<file path="config.mk">
export PLATFORM = sky130hd
export DESIGN_NAME = ecg_adaptive_peak_rate_detector
export DESIGN_NICKNAME = d
export VERILOG_FILES = /design/src/sv/ecgpr_pkg.sv /design/src/sv/ecgpr_cfg.sv /design/src/sv/ecgpr_div.sv /design/src/sv/ecg_adaptive_peak_rate_detector.sv
export SDC_FILE = /design/constraint.sdc
export NUM_CORES = 1
export LEC_CHECK = 0
export ABC_AREA = 1
export BUFFER_PORTS_ARGS = -buffer_cell sky130_fd_sc_hd__buf_2
export CORE_AREA = 5 5 254 256
export CTS_BUF_LIST = sky130_fd_sc_hd__clkbuf_8
export CTS_CLUSTER_SIZE = 16
export DETAILED_ROUTE_END_ITERATION = 8
export DIE_AREA = 0 0 259 261
export SLEW_MARGIN = 20
export SYNTH_ARGS = -nofsm -noshare
export SYNTH_HDL_FRONTEND = slang
export SYNTH_SLANG_ARGS = --single-unit
</file>
<file path="constraint.sdc">
create_clock -name clk -period 3.47 [get_ports clk]
set_input_delay 0.347 -clock clk [delete_from_list [all_inputs] [get_ports clk]]
set_output_delay 0.347 -clock clk [all_outputs]
set_load 0.01 [all_outputs]
</file>
<file path="src/sv/ecgpr_pkg.sv">
package ecgpr_pkg;

    // default parameter values
    localparam int COUNT_WIDTH_DEF  = 16;
    localparam int SAMPLE_WIDTH_DEF = 32;

    // field widths
    localparam int THR_W       = 32;
    localparam int BPM_W       = 18;
    localparam int RATE_CFG_W  = 13;
    localparam int IN_TDATA_W  = 32;
    localparam int OUT_TDATA_W = 56;
    localparam int OUT_PAD_W   = OUT_TDATA_W - 1 - BPM_W - THR_W;

    // 60 * sample_rate needs 19 bits
    localparam int RATE_SCALE = 60;
    localparam int DIVIDEND_W = 19;
    localparam int DIV_CNT_W  = $clog2(DIVIDEND_W + 1);

    localparam logic signed [THR_W-1:0] THR_RESET        = 32'sh00FF_FFFF;
    localparam logic [BPM_W-1:0]        BPM_MAX          = '1;
    localparam logic [RATE_CFG_W-1:0]   SAMPLE_RATE_RESET = 13'd250;

    // apb register map
    localparam int APB_ADDR_W = 3;
    localparam int APB_DATA_W = 32;
    localparam logic [APB_ADDR_W-3:0] REG_SAMPLE_RATE = '0;

    typedef enum logic [2:0] {
        ST_IDLE,
        ST_GATE,
        ST_EVAL,
        ST_DIV,
        ST_DONE
    } ctl_state_t;

    typedef struct packed {
        logic busy;
        logic done;
    } div_stat_t;

endpackage

</file>
<file path="src/sv/ecgpr_cfg.sv">
module ecgpr_cfg
    import ecgpr_pkg::*;
(
    input  logic                    clk,
    input  logic                    rst_n,
    input  logic                    psel,
    input  logic                    penable,
    input  logic                    pwrite,
    input  logic [APB_ADDR_W-1:0]   paddr,
    input  logic [APB_DATA_W-1:0]   pwdata,
    output logic [APB_DATA_W-1:0]   prdata,
    output logic                    pready,
    output logic [RATE_CFG_W-1:0]   sample_rate
);

    logic [RATE_CFG_W-1:0] rate_reg, rate_next;
    logic                  hit;
    logic                  wr_en;

    assign pready = 1'b1;
    assign hit    = (paddr[APB_ADDR_W-1:2] == REG_SAMPLE_RATE);
    assign wr_en  = psel && penable && pwrite && pready && hit;

    always_comb
    begin
        rate_next = rate_reg;
        if (wr_en)
        begin
            rate_next = pwdata[RATE_CFG_W-1:0];
        end
    end

    always_ff @(posedge clk or negedge rst_n)
    begin
        if (!rst_n)
        begin
            rate_reg <= SAMPLE_RATE_RESET;
        end
        else
        begin
            rate_reg <= rate_next;
        end
    end

    assign prdata      = hit ? APB_DATA_W'(rate_reg) : '0;
    assign sample_rate = rate_reg;

endmodule

</file>
<file path="src/sv/ecgpr_div.sv">
module ecgpr_div
    import ecgpr_pkg::*;
#(
    parameter int COUNT_WIDTH = COUNT_WIDTH_DEF
)
(
    input  logic                   clk,
    input  logic                   rst_n,
    input  logic                   start,
    input  logic [DIVIDEND_W-1:0]  dividend,
    input  logic [COUNT_WIDTH-1:0] divisor,
    output logic [DIVIDEND_W-1:0]  quotient,
    output div_stat_t              stat
);

    // restoring divider: dividend bits shift out the top of quo_reg,
    // quotient bits shift in at the bottom, one bit per cycle
    logic [COUNT_WIDTH-1:0] rem_reg, rem_next;
    logic [COUNT_WIDTH-1:0] den_reg, den_next;
    logic [DIVIDEND_W-1:0]  quo_reg, quo_next;
    logic [DIV_CNT_W-1:0]   cnt_reg, cnt_next;
    logic                   busy_reg, busy_next;
    logic                   done_reg, done_next;
    logic [COUNT_WIDTH:0]   trial;
    logic [COUNT_WIDTH:0]   diff;
    logic                   fits;

    assign trial = {rem_reg, quo_reg[DIVIDEND_W-1]};
    assign diff  = trial - {1'b0, den_reg};
    assign fits  = (trial >= {1'b0, den_reg});

    always_comb
    begin
        rem_next  = rem_reg;
        den_next  = den_reg;
        quo_next  = quo_reg;
        cnt_next  = cnt_reg;
        busy_next = busy_reg;
        done_next = 1'b0;
        if (start)
        begin
            rem_next  = '0;
            quo_next  = dividend;
            den_next  = divisor;
            cnt_next  = DIV_CNT_W'(DIVIDEND_W);
            busy_next = 1'b1;
        end
        else if (busy_reg)
        begin
            rem_next = fits ? diff[COUNT_WIDTH-1:0] : trial[COUNT_WIDTH-1:0];
            quo_next = {quo_reg[DIVIDEND_W-2:0], fits};
            cnt_next = cnt_reg - 1'b1;
            if (cnt_reg == DIV_CNT_W'(1))
            begin
                busy_next = 1'b0;
                done_next = 1'b1;
            end
        end
    end

    always_ff @(posedge clk or negedge rst_n)
    begin
        if (!rst_n)
        begin
            cnt_reg  <= '0;
            busy_reg <= 1'b0;
            done_reg <= 1'b0;
        end
        else
        begin
            cnt_reg  <= cnt_next;
            busy_reg <= busy_next;
            done_reg <= done_next;
        end
    end

    always_ff @(posedge clk)
    begin
        rem_reg <= rem_next;
        den_reg <= den_next;
        quo_reg <= quo_next;
    end

    assign quotient  = quo_reg;
    assign stat.busy = busy_reg;
    assign stat.done = done_reg;

endmodule

</file>
<file path="src/sv/ecg_adaptive_peak_rate_detector.sv">
// channel   | handshake                 | payload
// ----------+---------------------------+------------------------------------------
// s_axis    | s_tvalid / s_tready       | s_tdata: filtered_sample
// m_axis    | m_tvalid / m_tready       | m_tdata: beat_detected, beats_per_minute,
//           |                           |          current_threshold
// apb       | psel, penable, pready     | paddr, pwdata, prdata: sample_rate
//
// a sample goes from accept to accept through idle, gate, evaluate and hand off (which waits
// while an untaken result fills the output register); the result register loads as hand off ends
// a sample that closes a beat also passes a divide state: the rate goes through a
// bit-serial restoring divider, one quotient bit per cycle over 19 dividend bits
// the next sample is accepted while the previous result waits in the output register
// reset (rst_n, async, active low) restores threshold 0x00FFFFFF and sample rate 250 and clears the control state
module ecg_adaptive_peak_rate_detector
    import ecgpr_pkg::*;
#(
    parameter int COUNT_WIDTH  = COUNT_WIDTH_DEF,
    parameter int SAMPLE_WIDTH = SAMPLE_WIDTH_DEF
)
(
    input  logic                   clk,
    input  logic                   rst_n,
    input  logic                   psel,
    input  logic                   penable,
    input  logic                   pwrite,
    input  logic [APB_ADDR_W-1:0]  paddr,
    input  logic [APB_DATA_W-1:0]  pwdata,
    output logic [APB_DATA_W-1:0]  prdata,
    output logic                   pready,
    input  logic                   s_tvalid,
    output logic                   s_tready,
    input  logic [IN_TDATA_W-1:0]  s_tdata,   // [31:0] filtered_sample
    output logic                   m_tvalid,
    input  logic                   m_tready,
    output logic [OUT_TDATA_W-1:0] m_tdata    // [0] beat_detected, [18:1] beats_per_minute,
                                              // [50:19] current_threshold, [55:51] zero
);

    localparam int TH7_W = THR_W + 3;
    localparam int BL_W  = THR_W + 4;
    localparam int DC_W  = THR_W + 7;

    ctl_state_t state_reg, state_next;

    logic signed [SAMPLE_WIDTH-1:0] cur_reg, cur_next;
    logic signed [TH7_W-1:0]        th7_reg, th7_next;
    logic signed [THR_W-1:0]        thr_reg, thr_next;
    logic signed [SAMPLE_WIDTH-1:0] peak_reg, peak_next;
    logic signed [SAMPLE_WIDTH-1:0] prev_reg, prev_next;
    logic [COUNT_WIDTH-1:0]         pos_reg, pos_next;
    logic [COUNT_WIDTH-1:0]         count_reg, count_next;
    logic                           first_done_reg, first_done_next;
    logic [BPM_W-1:0]               rate_reg, rate_next;
    logic                           beat_reg, beat_next;
    logic                           m_tvalid_reg, m_tvalid_next;
    logic [OUT_TDATA_W-1:0]         out_data_reg, out_data_next;

    logic [RATE_CFG_W-1:0]          sample_rate;
    logic                           div_start;
    logic [DIVIDEND_W-1:0]          div_dividend;
    logic [COUNT_WIDTH-1:0]         div_divisor;
    logic [DIVIDEND_W-1:0]          div_quotient;
    div_stat_t                      div_stat;

    logic signed [THR_W-1:0]        gate;
    logic signed [THR_W-1:0]        cur_ext;
    logic signed [THR_W-1:0]        prev_ext;
    logic signed [TH7_W-1:0]        pk7;
    logic signed [BL_W-1:0]         blend;
    logic signed [DC_W-1:0]         decay;
    logic                           ge_gate;
    logic                           ge_peak;
    logic                           prev_ge;
    logic                           peak_pos;
    logic [COUNT_WIDTH-1:0]         rebased;

    function automatic logic [COUNT_WIDTH-1:0] count_inc(input logic [COUNT_WIDTH-1:0] c);
        return (&c) ? c : c + 1'b1;
    endfunction

    ecgpr_cfg u_cfg (
        .clk         (clk),
        .rst_n       (rst_n),
        .psel        (psel),
        .penable     (penable),
        .pwrite      (pwrite),
        .paddr       (paddr),
        .pwdata      (pwdata),
        .prdata      (prdata),
        .pready      (pready),
        .sample_rate (sample_rate)
    );

    ecgpr_div #(
        .COUNT_WIDTH (COUNT_WIDTH)
    ) u_div (
        .clk      (clk),
        .rst_n    (rst_n),
        .start    (div_start),
        .dividend (div_dividend),
        .divisor  (div_divisor),
        .quotient (div_quotient),
        .stat     (div_stat)
    );

    // gate = floor(7 * threshold / 8), taken from the registered 7x product
    assign gate     = th7_reg[THR_W+2:3];
    assign cur_ext  = THR_W'(cur_reg);
    assign prev_ext = THR_W'(prev_reg);
    assign pk7      = (TH7_W'(peak_reg) <<< 3) - TH7_W'(peak_reg);
    assign blend    = BL_W'(th7_reg) + BL_W'(peak_reg);
    assign decay    = (DC_W'(thr_reg) <<< 7) - DC_W'(thr_reg);
    assign ge_gate  = (cur_ext >= gate);
    assign ge_peak  = (cur_reg >= peak_reg);
    assign prev_ge  = (prev_ext >= gate);
    assign peak_pos = !peak_reg[SAMPLE_WIDTH-1] && (peak_reg != '0);
    assign rebased  = (count_reg > pos_reg) ? count_reg - pos_reg - 1'b1 : '0;

    assign div_dividend = DIVIDEND_W'(sample_rate) * DIVIDEND_W'(RATE_SCALE);
    assign div_divisor  = (pos_reg == '0) ? COUNT_WIDTH'(1) : pos_reg;

    always_comb
    begin
        state_next      = state_reg;
        cur_next        = cur_reg;
        th7_next        = th7_reg;
        thr_next        = thr_reg;
        peak_next       = peak_reg;
        prev_next       = prev_reg;
        pos_next        = pos_reg;
        count_next      = count_reg;
        first_done_next = first_done_reg;
        rate_next       = rate_reg;
        beat_next       = beat_reg;
        m_tvalid_next   = m_tvalid_reg && !m_tready;
        out_data_next   = out_data_reg;
        div_start       = 1'b0;
        s_tready        = (state_reg == ST_IDLE);

        case (state_reg)
            ST_IDLE:
            begin
                if (s_tvalid)
                begin
                    cur_next   = s_tdata[SAMPLE_WIDTH-1:0];
                    state_next = ST_GATE;
                end
            end
            ST_GATE:
            begin
                th7_next   = (TH7_W'(thr_reg) <<< 3) - TH7_W'(thr_reg);
                state_next = ST_EVAL;
            end
            ST_EVAL:
            begin
                beat_next  = 1'b0;
                prev_next  = cur_reg;
                count_next = count_inc(count_reg);
                state_next = ST_DONE;
                if (ge_gate)
                begin
                    if (ge_peak)
                    begin
                        peak_next = cur_reg;
                        pos_next  = count_reg;
                    end
                    else if (!first_done_reg)
                    begin
                        // one-time snap of the threshold to 7/8 of the first peak
                        thr_next        = pk7[THR_W+2:3];
                        first_done_next = 1'b1;
                    end
                end
                else if (prev_ge && peak_pos)
                begin
                    beat_next  = 1'b1;
                    div_start  = 1'b1;
                    thr_next   = blend[THR_W+2:3];
                    peak_next  = '0;
                    count_next = count_inc(rebased);
                    state_next = ST_DIV;
                end
                else
                begin
                    thr_next  = decay[THR_W+6:7];
                    peak_next = '0;
                end
            end
            ST_DIV:
            begin
                if (div_stat.done)
                begin
                    rate_next  = (div_quotient > DIVIDEND_W'(BPM_MAX)) ?
                                 BPM_MAX : div_quotient[BPM_W-1:0];
                    state_next = ST_DONE;
                end
            end
            ST_DONE:
            begin
                if (!m_tvalid_reg || m_tready)
                begin
                    m_tvalid_next = 1'b1;
                    out_data_next = {{OUT_PAD_W{1'b0}}, thr_reg, rate_reg, beat_reg};
                    state_next    = ST_IDLE;
                end
            end
            default:
            begin
                state_next = ST_IDLE;
            end
        endcase
    end

    always_ff @(posedge clk or negedge rst_n)
    begin
        if (!rst_n)
        begin
            state_reg      <= ST_IDLE;
            thr_reg        <= THR_RESET;
            peak_reg       <= '0;
            prev_reg       <= '0;
            pos_reg        <= '0;
            count_reg      <= '0;
            first_done_reg <= 1'b0;
            rate_reg       <= '0;
            beat_reg       <= 1'b0;
            m_tvalid_reg   <= 1'b0;
        end
        else
        begin
            state_reg      <= state_next;
            thr_reg        <= thr_next;
            peak_reg       <= peak_next;
            prev_reg       <= prev_next;
            pos_reg        <= pos_next;
            count_reg      <= count_next;
            first_done_reg <= first_done_next;
            rate_reg       <= rate_next;
            beat_reg       <= beat_next;
            m_tvalid_reg   <= m_tvalid_next;
        end
    end

    always_ff @(posedge clk)
    begin
        cur_reg      <= cur_next;
        th7_reg      <= th7_next;
        out_data_reg <= out_data_next;
    end

    assign m_tvalid = m_tvalid_reg;
    assign m_tdata  = out_data_reg;

    a_div_done_in_div: assert property (@(posedge clk) disable iff (!rst_n)
        div_stat.done |-> (state_reg == ST_DIV))
        else $error("divider finished outside the divide state");

    a_beat_starts_div: assert property (@(posedge clk) disable iff (!rst_n)
        (state_reg == ST_EVAL && div_start) |=> (state_reg == ST_DIV && div_stat.busy))
        else $error("beat did not launch the divider");

    a_first_adapt_sticky: assert property (@(posedge clk) disable iff (!rst_n)
        first_done_reg |=> first_done_reg)
        else $error("first threshold adaptation flag cleared");

    a_result_loaded: assert property (@(posedge clk) disable iff (!rst_n)
        (state_reg == ST_DONE && (!m_tvalid_reg || m_tready))
        |=> (m_tvalid_reg && state_reg == ST_IDLE))
        else $error("finished result not placed in output register");

    a_idle_div_quiet: assert property (@(posedge clk) disable iff (!rst_n)
        s_tready |-> !div_stat.busy)
        else $error("input ready while divider still running");

endmodule
</file>
## Yosys cells after proc, flatten, opt, wreduce, memory -nomap -nowiden

Cells that the tools add are included.
Widths: inputs -> output; s select.

- Input port bits: 74
- Bits in registers: 341

- Multipliers: 1
- Bitwise gates (word level): 2
- Eq/ne operators: 11
- $add $sub $neg: 10
- Muxes and demuxes: 35
- $lt $le $gt $ge: 6
- Reduce and logical (&&, ||, !) cells: 24

Operators by type and width:

| operator | number |
|---|---|
| $mux 32 | 6 |
| $ge 32x32->1 | 3 |
| $mux 16 | 6 |
| $sub 35x32->35 | 2 |
| $sub 39x32->39 | 1 |
| $mux 19 | 2 |
| $add 35x32->35 | 1 |
| $add 16x1->16 const B | 2 |
| $reduce_and 16->1 | 2 |
| $reduce_bool 32->1 | 1 |
| $sub 16x16->16 | 2 |
| $gt 19x18->1 const B | 1 |
| $mux 18 | 1 |
| $ge 17x16->1 | 1 |
| $mul 13x4->17 const B | 1 |
| $gt 16x16->1 | 1 |
| $logic_not 16->1 | 1 |
| $sub 16x1->16 const B | 1 |
| $mux 3 | 5 |
| $pmux 3 s5 | 1 |
| $mux 13 | 1 |
| $reduce_and 3->1 | 4 |
| $mux 1 | 11 |
| $mux 5 | 2 |
| 14 further kinds | 30 |

## Depth between registers and ports, before layout

Gate-level depths: netlist of run 1.

- Depth in word-level cells: 7
- Mapped depth: 27
- Mapped depth without buffers: 26

## By module

Synthesis of run 1 repeated with hierarchy kept, for this count alone.

- Cells, all modules: 3767
- Area, all modules: 27859.2 um2

Modules (own cells, without submodules):

| module | sequential area each (um2) | times used | area an instance (um2) | cells each |
|---|---|---|---|---|
| ecg_adaptive_peak_rate_detector | 7377.1 | 1 | 23567.6 | 3198 |
| ecgpr_div | 1546.5 | 1 | 3483.3 | 460 |
| ecgpr_cfg | 332.8 | 1 | 808.3 | 109 |

## Least setup slack after synthesis of run 1

Ideal clock, no wire load.

- Path type: register to register
- Start point: register state_reg[1]
- End point: register out_data_reg[0] (netlist: m_tdata[0]), enable pin
- Period minus slack after synthesis: 3.665 ns
- Path buffers: 0
- Data arrival time: 3.189 ns
- Stages on the path, launching flop included: 4
- Setup time: 0.477 ns
- Slack: -0.195 ns
- Path through: dfrtp_1 nor3_1 inv_1 a21oi_1

- Word-level cells in the longest chain between the ends: 2

RTL lines:

| item | line | RTL |
|---|---|---|
| start, declared | ecg_adaptive_peak_rate_detector.sv:43 | `ctl_state_t state_reg, state_next;` |
| start signal, assigned | ecg_adaptive_peak_rate_detector.sv:231 | `state_reg <= state_next;` |
| $eq 3x3->1 | ecg_adaptive_peak_rate_detector.sv:140 | `case (state_reg)` |
| $reduce_and 2->1 (no line) | n/a |  |
| end signal, assigned | ecg_adaptive_peak_rate_detector.sv:248 | `out_data_reg <= out_data_next;` |
| end, declared | ecg_adaptive_peak_rate_detector.sv:56 | `logic [OUT_TDATA_W-1:0] out_data_reg, out_data_next;` |

Every way passes these cells.
A chain may end at the register's enable or synchronous reset.

## Final worst setup path of run 1

- Start point: register u_cfg.rate_reg[4] (netlist: u_cfg.sample_rate[4])
- End point: register u_div.quo_reg[18] (netlist: u_div.quotient[18]) (data pin)

- Word-level cells in the longest chain between the ends: 2

RTL lines:

| item | line | RTL |
|---|---|---|
| start, declared | ecgpr_cfg.sv:16 | `logic [RATE_CFG_W-1:0] rate_reg, rate_next;` |
| start signal, assigned | ecgpr_cfg.sv:41 | `rate_reg <= rate_next;` |
| $mul 13x4->17 | ecg_adaptive_peak_rate_detector.sv:119 | `assign div_dividend = DIVIDEND_W'(sample_rate) * DIVIDEND_W'(RATE_SCALE);` |
| $mux 19 | ecgpr_div.sv:40 | `if (start)` |
| named net u_div.quo_next[18] | ecgpr_div.sv:20 | `logic [DIVIDEND_W-1:0] quo_reg, quo_next;` |
| end signal, assigned | ecgpr_div.sv:81 | `quo_reg <= quo_next;` |
| end, declared | ecgpr_div.sv:20 |  |

The timed path passes the listed nets, and every way through them passes these cells.

==> results of run 1 <==
## Yosys cell counts (13+ instances only)
cell	number	share of area, %
nor2_1	325	4.4
o21bai_1	21	0.57
nor2_2	13	0.30
nor3_1	45	0.82
a31oi_1	19	0.43
dfrtp_1	142	13
nand3b_1	22	0.60
o211ai_1	19	0.52
nand3_1	203	3.7
nand4_1	66	1.5
dfstp_2	30	2.9
o21ai_1	17	0.31
o21ai_0	180	3.3
a21o_1	28	0.77
dfxtp_1	18	1.3
o22ai_1	35	0.80
xnor2_1	42	1.3
a21oi_1	272	5.0
edfxtp_1	151	17
nand2_1	946	13
ha_1	278	13
fa_1	25	1.8
buf_2	20	0.36
clkbuf_1	45	0.61
nor4_1	14	0.32
inv_1	502	6.9
xor2_1	99	3.2
buf_4	30	0.82
## cell type report
cell class / instances / area share (%)
flip-flops and latches: 341 / 29.4
clock inverters: 45 / 0.642
inverters: 510 / 6.14
repair buffers: 255 / 5.94
diodes: 2 / 0.0159
multi-input cells: 2765 / 51.1
well taps: 846 / 3.37
clock buffers: 77 / 3.38
## stage by stage
stage | cell area (µm²) | TNS (ns) | util (%)
final | 31400 | 0 | 50.4
after global routing | 31400 | -0.313 | 50.4
after floorplan | 27600 | 0 | -
after detailed placement | 29400 | 0 | 47.2
after global placement | 29400 | 0 | 47.2
after CTS | 31100 | 0 | 50.0
## layer usage
metal	vias to the layer above	routed length, µm	global-route usage [%]	part of all wire (%)
met4	0	1990	6.14	2.3
met1	11700	42500	38.1	49
li1	12700	-	-	-
met3	114	5830	4.20	6.7
met2	620	36300	37.5	42
met5	-	0	0	0
## kinds of logic (layout without fill, tap and decap cells)
kind of cell / after synthesis / count (layout) / synth area share [%]
AO/OA/AOI/OAI: 627 / 627 / 12.7
XOR/XNOR: 141 / 141 / 4.50
adder cells (fa/ha/maj): 303 / 303 / 14.5
buffers and inverters: 613 / 887 / 8.99
flip-flops: 341 / 341 / 33.6
other: 2 / 27 / 0.0273
AND/OR/NAND/NOR: 1669 / 1669 / 25.7
## worst min path at each step
stage                   end  cells past startpoint    startpoint  slack (ns)
2_1_floorplan      beat_reg                      0         rst_n        0.05
3_3_place_gp    m_tdata[12]                      0  rate_reg[11]        0.43
3_5_place_dp    m_tdata[17]                      0  rate_reg[16]        0.43
4_1_cts        state_reg[0]                      3      s_tvalid        0.03
5_1_grt        state_reg[0]                      3      s_tvalid        0.10
6_report       state_reg[0]                      3      s_tvalid        0.07
## critical path, cell delays in order, from the launching register on
cell and delay, ns:
dfstp_2 0.55, clkinvlp_4 0.15, fa_1 0.53, fa_1 0.51
inv_1 0.06, ha_4 0.28, inv_1 0.07, nor3_2 0.14
nand2_1 0.07, o211ai_1 0.12, a31oi_2 0.16, nor3_1 0.18
nor2_1 0.07, xnor2_1 0.12, nand2_1 0.06, nand2_1 0.04
## repair_timing
action,4_1_cts,5_1_grt
endpoints found under the setup margin,0,18
hold endpoints to repair,120,0
hold buffers,47,0
resized for setup,0,35
setup buffers,0,12
==> summary.txt, run 1 <==
GRT
  – Initial antenna violation count: 1
  – Largest net degree at the start of global routing: 84
  – Remaining global-route overflow: 0
  – Gr usage total: 25.1%
  – First-pass GRT wire length: 135000 µm
  – Vias in the first global route: 24500

Finish
  – Area delta synth->final: 14.3%
  – Most frequent cells in the layout: nand2_1, inv_1, nor2_1
  – Largest register FFs: 51
  – Most common cell after layout, fill and taps aside: nand2_1
  – Sequential cell area: 9240 µm²
  – Fin cells: 4841
  – Final nets: 4316
  – Layout cells sized above 1: 10.4%
  – Area of the multi-input gates: 16000 µm²
  – Filler cell count: 6258

Placement
  – Final estimated routing congestion in global placement: 0.972
  – Placed cells: 4658
  – DPL Wire Length: 68500 µm
  – Dpl ws: 0.0752 ns
  – IO Port Bufs: 118

Clock network
  – H-tree levels: 3
  – Worst-skew pair later-pin latency: 0.67 ns
  – CTS sink count: 341
  – CTS root buffer: clkbuf_8
  – TritonCTS clock tree: done
  – Clock tree buffer depth: 3
  – Cts bufs inserted: 66
  – Clk pin slew, worst setup/hold paths: 0.06 ns

Setup path
  – Critical path class: flip-flop to flip-flop
  – R2R Setup Slk: 0.1 ns
  – Capture point of the critical path: u_div.quotient[18]
  – CP required: 3.86 ns
  – Startpoint types: flip-flop
  – Kind of end point of the critical path: flip-flop
  – Crit-path max FO: 5
  – Critical R2R Launch: u_cfg.sample_rate[4]
  – Setup crit start: u_cfg.sample_rate[4]
  – R2R Path End: u_div.quotient[18]
  – Worst R2R Path Depth: 15
  – Crit path DAT: 3.76 ns

Timing
  – Fin. Hold Viols: 0
  – Timing-limited maximum frequency: 0.296 GHz
  – Minimum clock period: 3.37 ns
  – Setup ws final: 0.0956 ns
  – Worst-Margin Slew: 0.823 ns
  – Clock Skew: 0.0357 ns
  – Setup Viol. Count Final: 0
  – Rel. slew slack: 45.1%
  – Final worst-path cycle share: 97.2%
  – RSZ-0062 raised after global routing: yes
  – Final hold slack: 0.0713 ns
  – Max-slew violations: 0

Floorplan
  – Ports: 165
  – Core Region: 62300 µm²
  – Row cnt: 92
  – Die X: 259 µm
  – Die Area: 67600 µm²
  – Starting density of the core: 44.1%
  – Die Y: 261 µm

Routing
  – Remaining DRCs: 0
  – DRT iter0 DRCs: 2005
  – Initial DRT Pass Iterations: 8
  – Post-DR wirelength/cell: 17.9 µm
  – Vias/cell: 5.20
  – Routed WL: 86600 µm
  – Post-route ant nets: 0
  – Total number of vias: 25200

Synthesis
  – Netlist Area Pre-Place: 27500 µm²
  – Async SR Flop Fraction: 50.4%
  – Sequential-to-total area share from yosys stat: 33.6%
  – #FFs+latches synth: 341
  – Synth warn: 0
  – Post-Syn Area per Cell: 7.43 µm²
  – Synth Flop Type: edfxtp_1
  – Post-synth EDFFs: 151
  – Post-synth cell types: 59
  – Synthesized instance count: 3696

Outcome
  – Outcome: finished clean

Min path
  – Worst Hold Class: input port to flip-flop

Run
  – Max-cap violation count: 0
Power of run 1 is left out: the tool's default activity adds up to more than one toggle a clock period on the data nets, which glitch-free logic cannot reach.
==> inputs of run 2 (changes only) <==
- CORE_AREA: 5 5 254 256 -> 5 5 241 243
- DIE_AREA: 0 0 259 261 -> 0 0 246 248
- PLACE_DENSITY: not set -> 0.7
==> run 2 against run 1 <==
  * Worst setup slack worse by 0.12 ns
  * Highest routed layer unchanged
  * Worst hold slack got worse by 0.0067 ns
  * Clock skew fell by 0.013 ns
  * Final area fell by 0.39%
  * The run now ends with setup timing left
  * Largest cell class unchanged
  * Critical path type unchanged
  * Via count up 1.4%
  * Final cell count fell by 2.5%
==> summary.txt, run 2 (same netlist as run 1, synthesis figures left out) <==
Timing
  – Final hold slack: 0.0646 ns (was 0.0713 ns)
  – Minimum clock period: 3.50 ns (was 3.37 ns)
  – Fin. Hold Viols: 0 (unchanged)
  – Worst-Margin Slew: 0.947 ns (was 0.823 ns)
  – Timing-limited maximum frequency: 0.286 GHz (was 0.296 GHz)
  – Max-slew violations: 0 (unchanged)
  – Setup Viol. Count Final: 1 (was 0)
  – Setup TNS: -0.0294 ns (was 0 ns)
  – RSZ-0062 raised after global routing: yes (unchanged)
  – Setup ws final: -0.0294 ns (was 0.0956 ns)
  – Rel. slew slack: 36.7% (was 45.1%)
  – Clock Skew: 0.0226 ns (was 0.0357 ns)
  – Final worst-path cycle share: 101% (was 97.2%)

Finish
  – Area delta synth->final: 13.8% (was 14.3%)
  – Final nets: 4290 (was 4316)
  – Area of the multi-input gates: 16100 µm² (was 16000 µm²)
  – Filler cell count: 5326 (was 6258)
  – Sequential cell area: 9240 µm² (unchanged)
  – Most common cell after layout, fill and taps aside: nand2_1 (unchanged)
  – Layout cells sized above 1: 10.2% (was 10.4%)
  – Largest register FFs: 51 (unchanged)
  – Most frequent cells in the layout: nand2_1, inv_1, nor2_1 (unchanged)

Routing
  – Post-route ant nets: 0 (unchanged)
  – Remaining DRCs: 0 (unchanged)
  – Post-DR wirelength/cell: 17.4 µm (was 17.9 µm)
  – DRT iter0 DRCs: 2270 (was 2005)
  – Total number of vias: 25500 (was 25200)
  – Vias/cell: 5.40 (was 5.20)
  – Initial DRT Pass Iterations: 5 (was 8)
  – Routed WL: 82000 µm (was 86600 µm)

Placement
  – DPL Wire Length: 64200 µm (was 68500 µm)
  – Final estimated routing congestion in global placement: 0.968 (was 0.972)
  – IO Port Bufs: 118 (unchanged)
  – Dpl ws: 0.00816 ns (was 0.0752 ns)

Floorplan
  – Starting density of the core: 49.3% (was 44.1%)
  – Die Area: 61000 µm² (was 67600 µm²)
  – Row cnt: 87 (was 92)
  – Die Y: 248 µm (was 261 µm)
  – Die X: 246 µm (was 259 µm)
  – Core Region: 55700 µm² (was 62300 µm²)
  – Ports: 165 (unchanged)

Clock network
  – Worst-skew pair later-pin latency: 0.68 ns (was 0.67 ns)
  – H-tree levels: 2 (was 3)
  – Cts bufs inserted: 59 (was 66)
  – Clk pin slew, worst setup/hold paths: 0.06 ns (about the same)
  – TritonCTS clock tree: done (unchanged)
  – Clock tree buffer depth: 3 (unchanged)
  – CTS sink count: 341 (unchanged)
  – CTS root buffer: clkbuf_8 (unchanged)

Setup path
  – CP most frequent cell: fa_1 (was nand2_1)
  – Crit-path max FO: 5 (unchanged)
  – Worst path slowest cell: fa_1 (was dfstp_2)
  – Startpoint types: flip-flop (unchanged)
  – Slowest stage delay, CP: 0.58 ns (was 0.55 ns)
  – Kind of end point of the critical path: flip-flop (unchanged)
  – Critical path class: flip-flop to flip-flop (unchanged)
  – CP Cell Sequence: clkinvlp_4 > buf_6 > fa_1 > fa_1 > inv_2 > ha_4 > inv_1 > nor3_2 > nand2_1 > o211ai_1 > a31oi_2 > o21ai_1 > xor2_1 > o22ai_1 (was clkinvlp_4 > fa_1 > fa_1 > inv_1 > ha_4 > inv_1 > nor3_2 > nand2_1 > o211ai_1 > a31oi_2 > nor3_1 > nor2_1 > xnor2_1 > nand2_1 > nand2_1)
  – CP required: 3.88 ns (was 3.86 ns)
  – Crit path DAT: 3.91 ns (was 3.76 ns)

GRT
  – Vias in the first global route: 24200 (was 24500)
  – Remaining global-route overflow: 0 (unchanged)
  – Gr usage total: 26.4% (was 25.1%)
  – Largest net degree at the start of global routing: 86 (was 84)
  – First-pass GRT wire length: 130000 µm (was 135000 µm)
  – Initial antenna violation count: 1 (unchanged)

Min path
  – Worst Hold Class: input port to flip-flop (unchanged)

Outcome
  – Failing checks: setup timing
  – Outcome: finished, violations left (was finished clean)

Run
  – Max-cap violation count: 0 (unchanged)
[run 2: routing by layer]
layer / up-vias / routed length, µm / global-route usage (%)
met3: 110 / 7520 / 5.06
met1: 11800 / 38700 / 40.3
met5: - / 0 / 0
met2: 912 / 34200 / 39.1
met4: 0 / 1670 / 5.84
li1: 12700 / - / -
[run 2: layout make-up]
class	instances	share of cell area [%]
Tap cell	756	3.03
Inverter	510	6.15
Multi-Input combinational cell	2765	51.5
Timing Repair Buffer	236	5.42
Antenna cell	2	0.0160
Clock buffer	67	2.95
Sequential cell	341	29.5
Clock inverter	45	1.42
[run 2: through the flow]
| step | util, % | cell area [µm²] | cells |
|---|---|---|---|
| after floorplan | - | 27600 | 3719 |
| after global placement | 52.2 | 29100 | 4550 |
| after detailed placement | 52.2 | 29100 | 4550 |
| after CTS | 55.5 | 31000 | 4709 |
| after global routing | 56.1 | 31300 | 4722 |
| final | 56.1 | 31300 | 4722 |
[run 2: critical path, delay by kind of cell, from the launching register on]
kind / cells / cell delay [ns]
fa+ha+maj: 3 / 1.35
buf+inv: 4 / 0.42
compound gates: 4 / 0.54
flops: 1 / 0.54
xor+xnor: 1 / 0.19
simple gates: 2 / 0.20
[run 2: repair_timing]
item                                    in CTS  in global routing
resized for setup                            1                 32
hold buffers                                47                  0
cloned                                       0                  0
endpoints found under the hold margin      117                  0
setup buffers                                0                 12
endpoints found under the setup margin       1                 21
pin swaps                                    0                 18
[run 2: worst paths after layout]
check / slack, ns / end / from / cells after the start
max: -0.03 / u_div.quotient[15] / u_cfg.sample_rate[4] / 14
min: 0.06 / state_reg[0] / s_tvalid / 3
max reg2reg: -0.03 / u_div.quotient[15] / u_cfg.sample_rate[4] / 14
min reg2reg: 0.45 / m_tdata[7] / rate_reg[6] / 0
max in group asynchronous: 2.23 / u_cfg.sample_rate[7] / rst_n / 3
min in group asynchronous: 0.30 / prev_ext[7] / rst_n / 2
Power of run 2 is left out for the same reason.
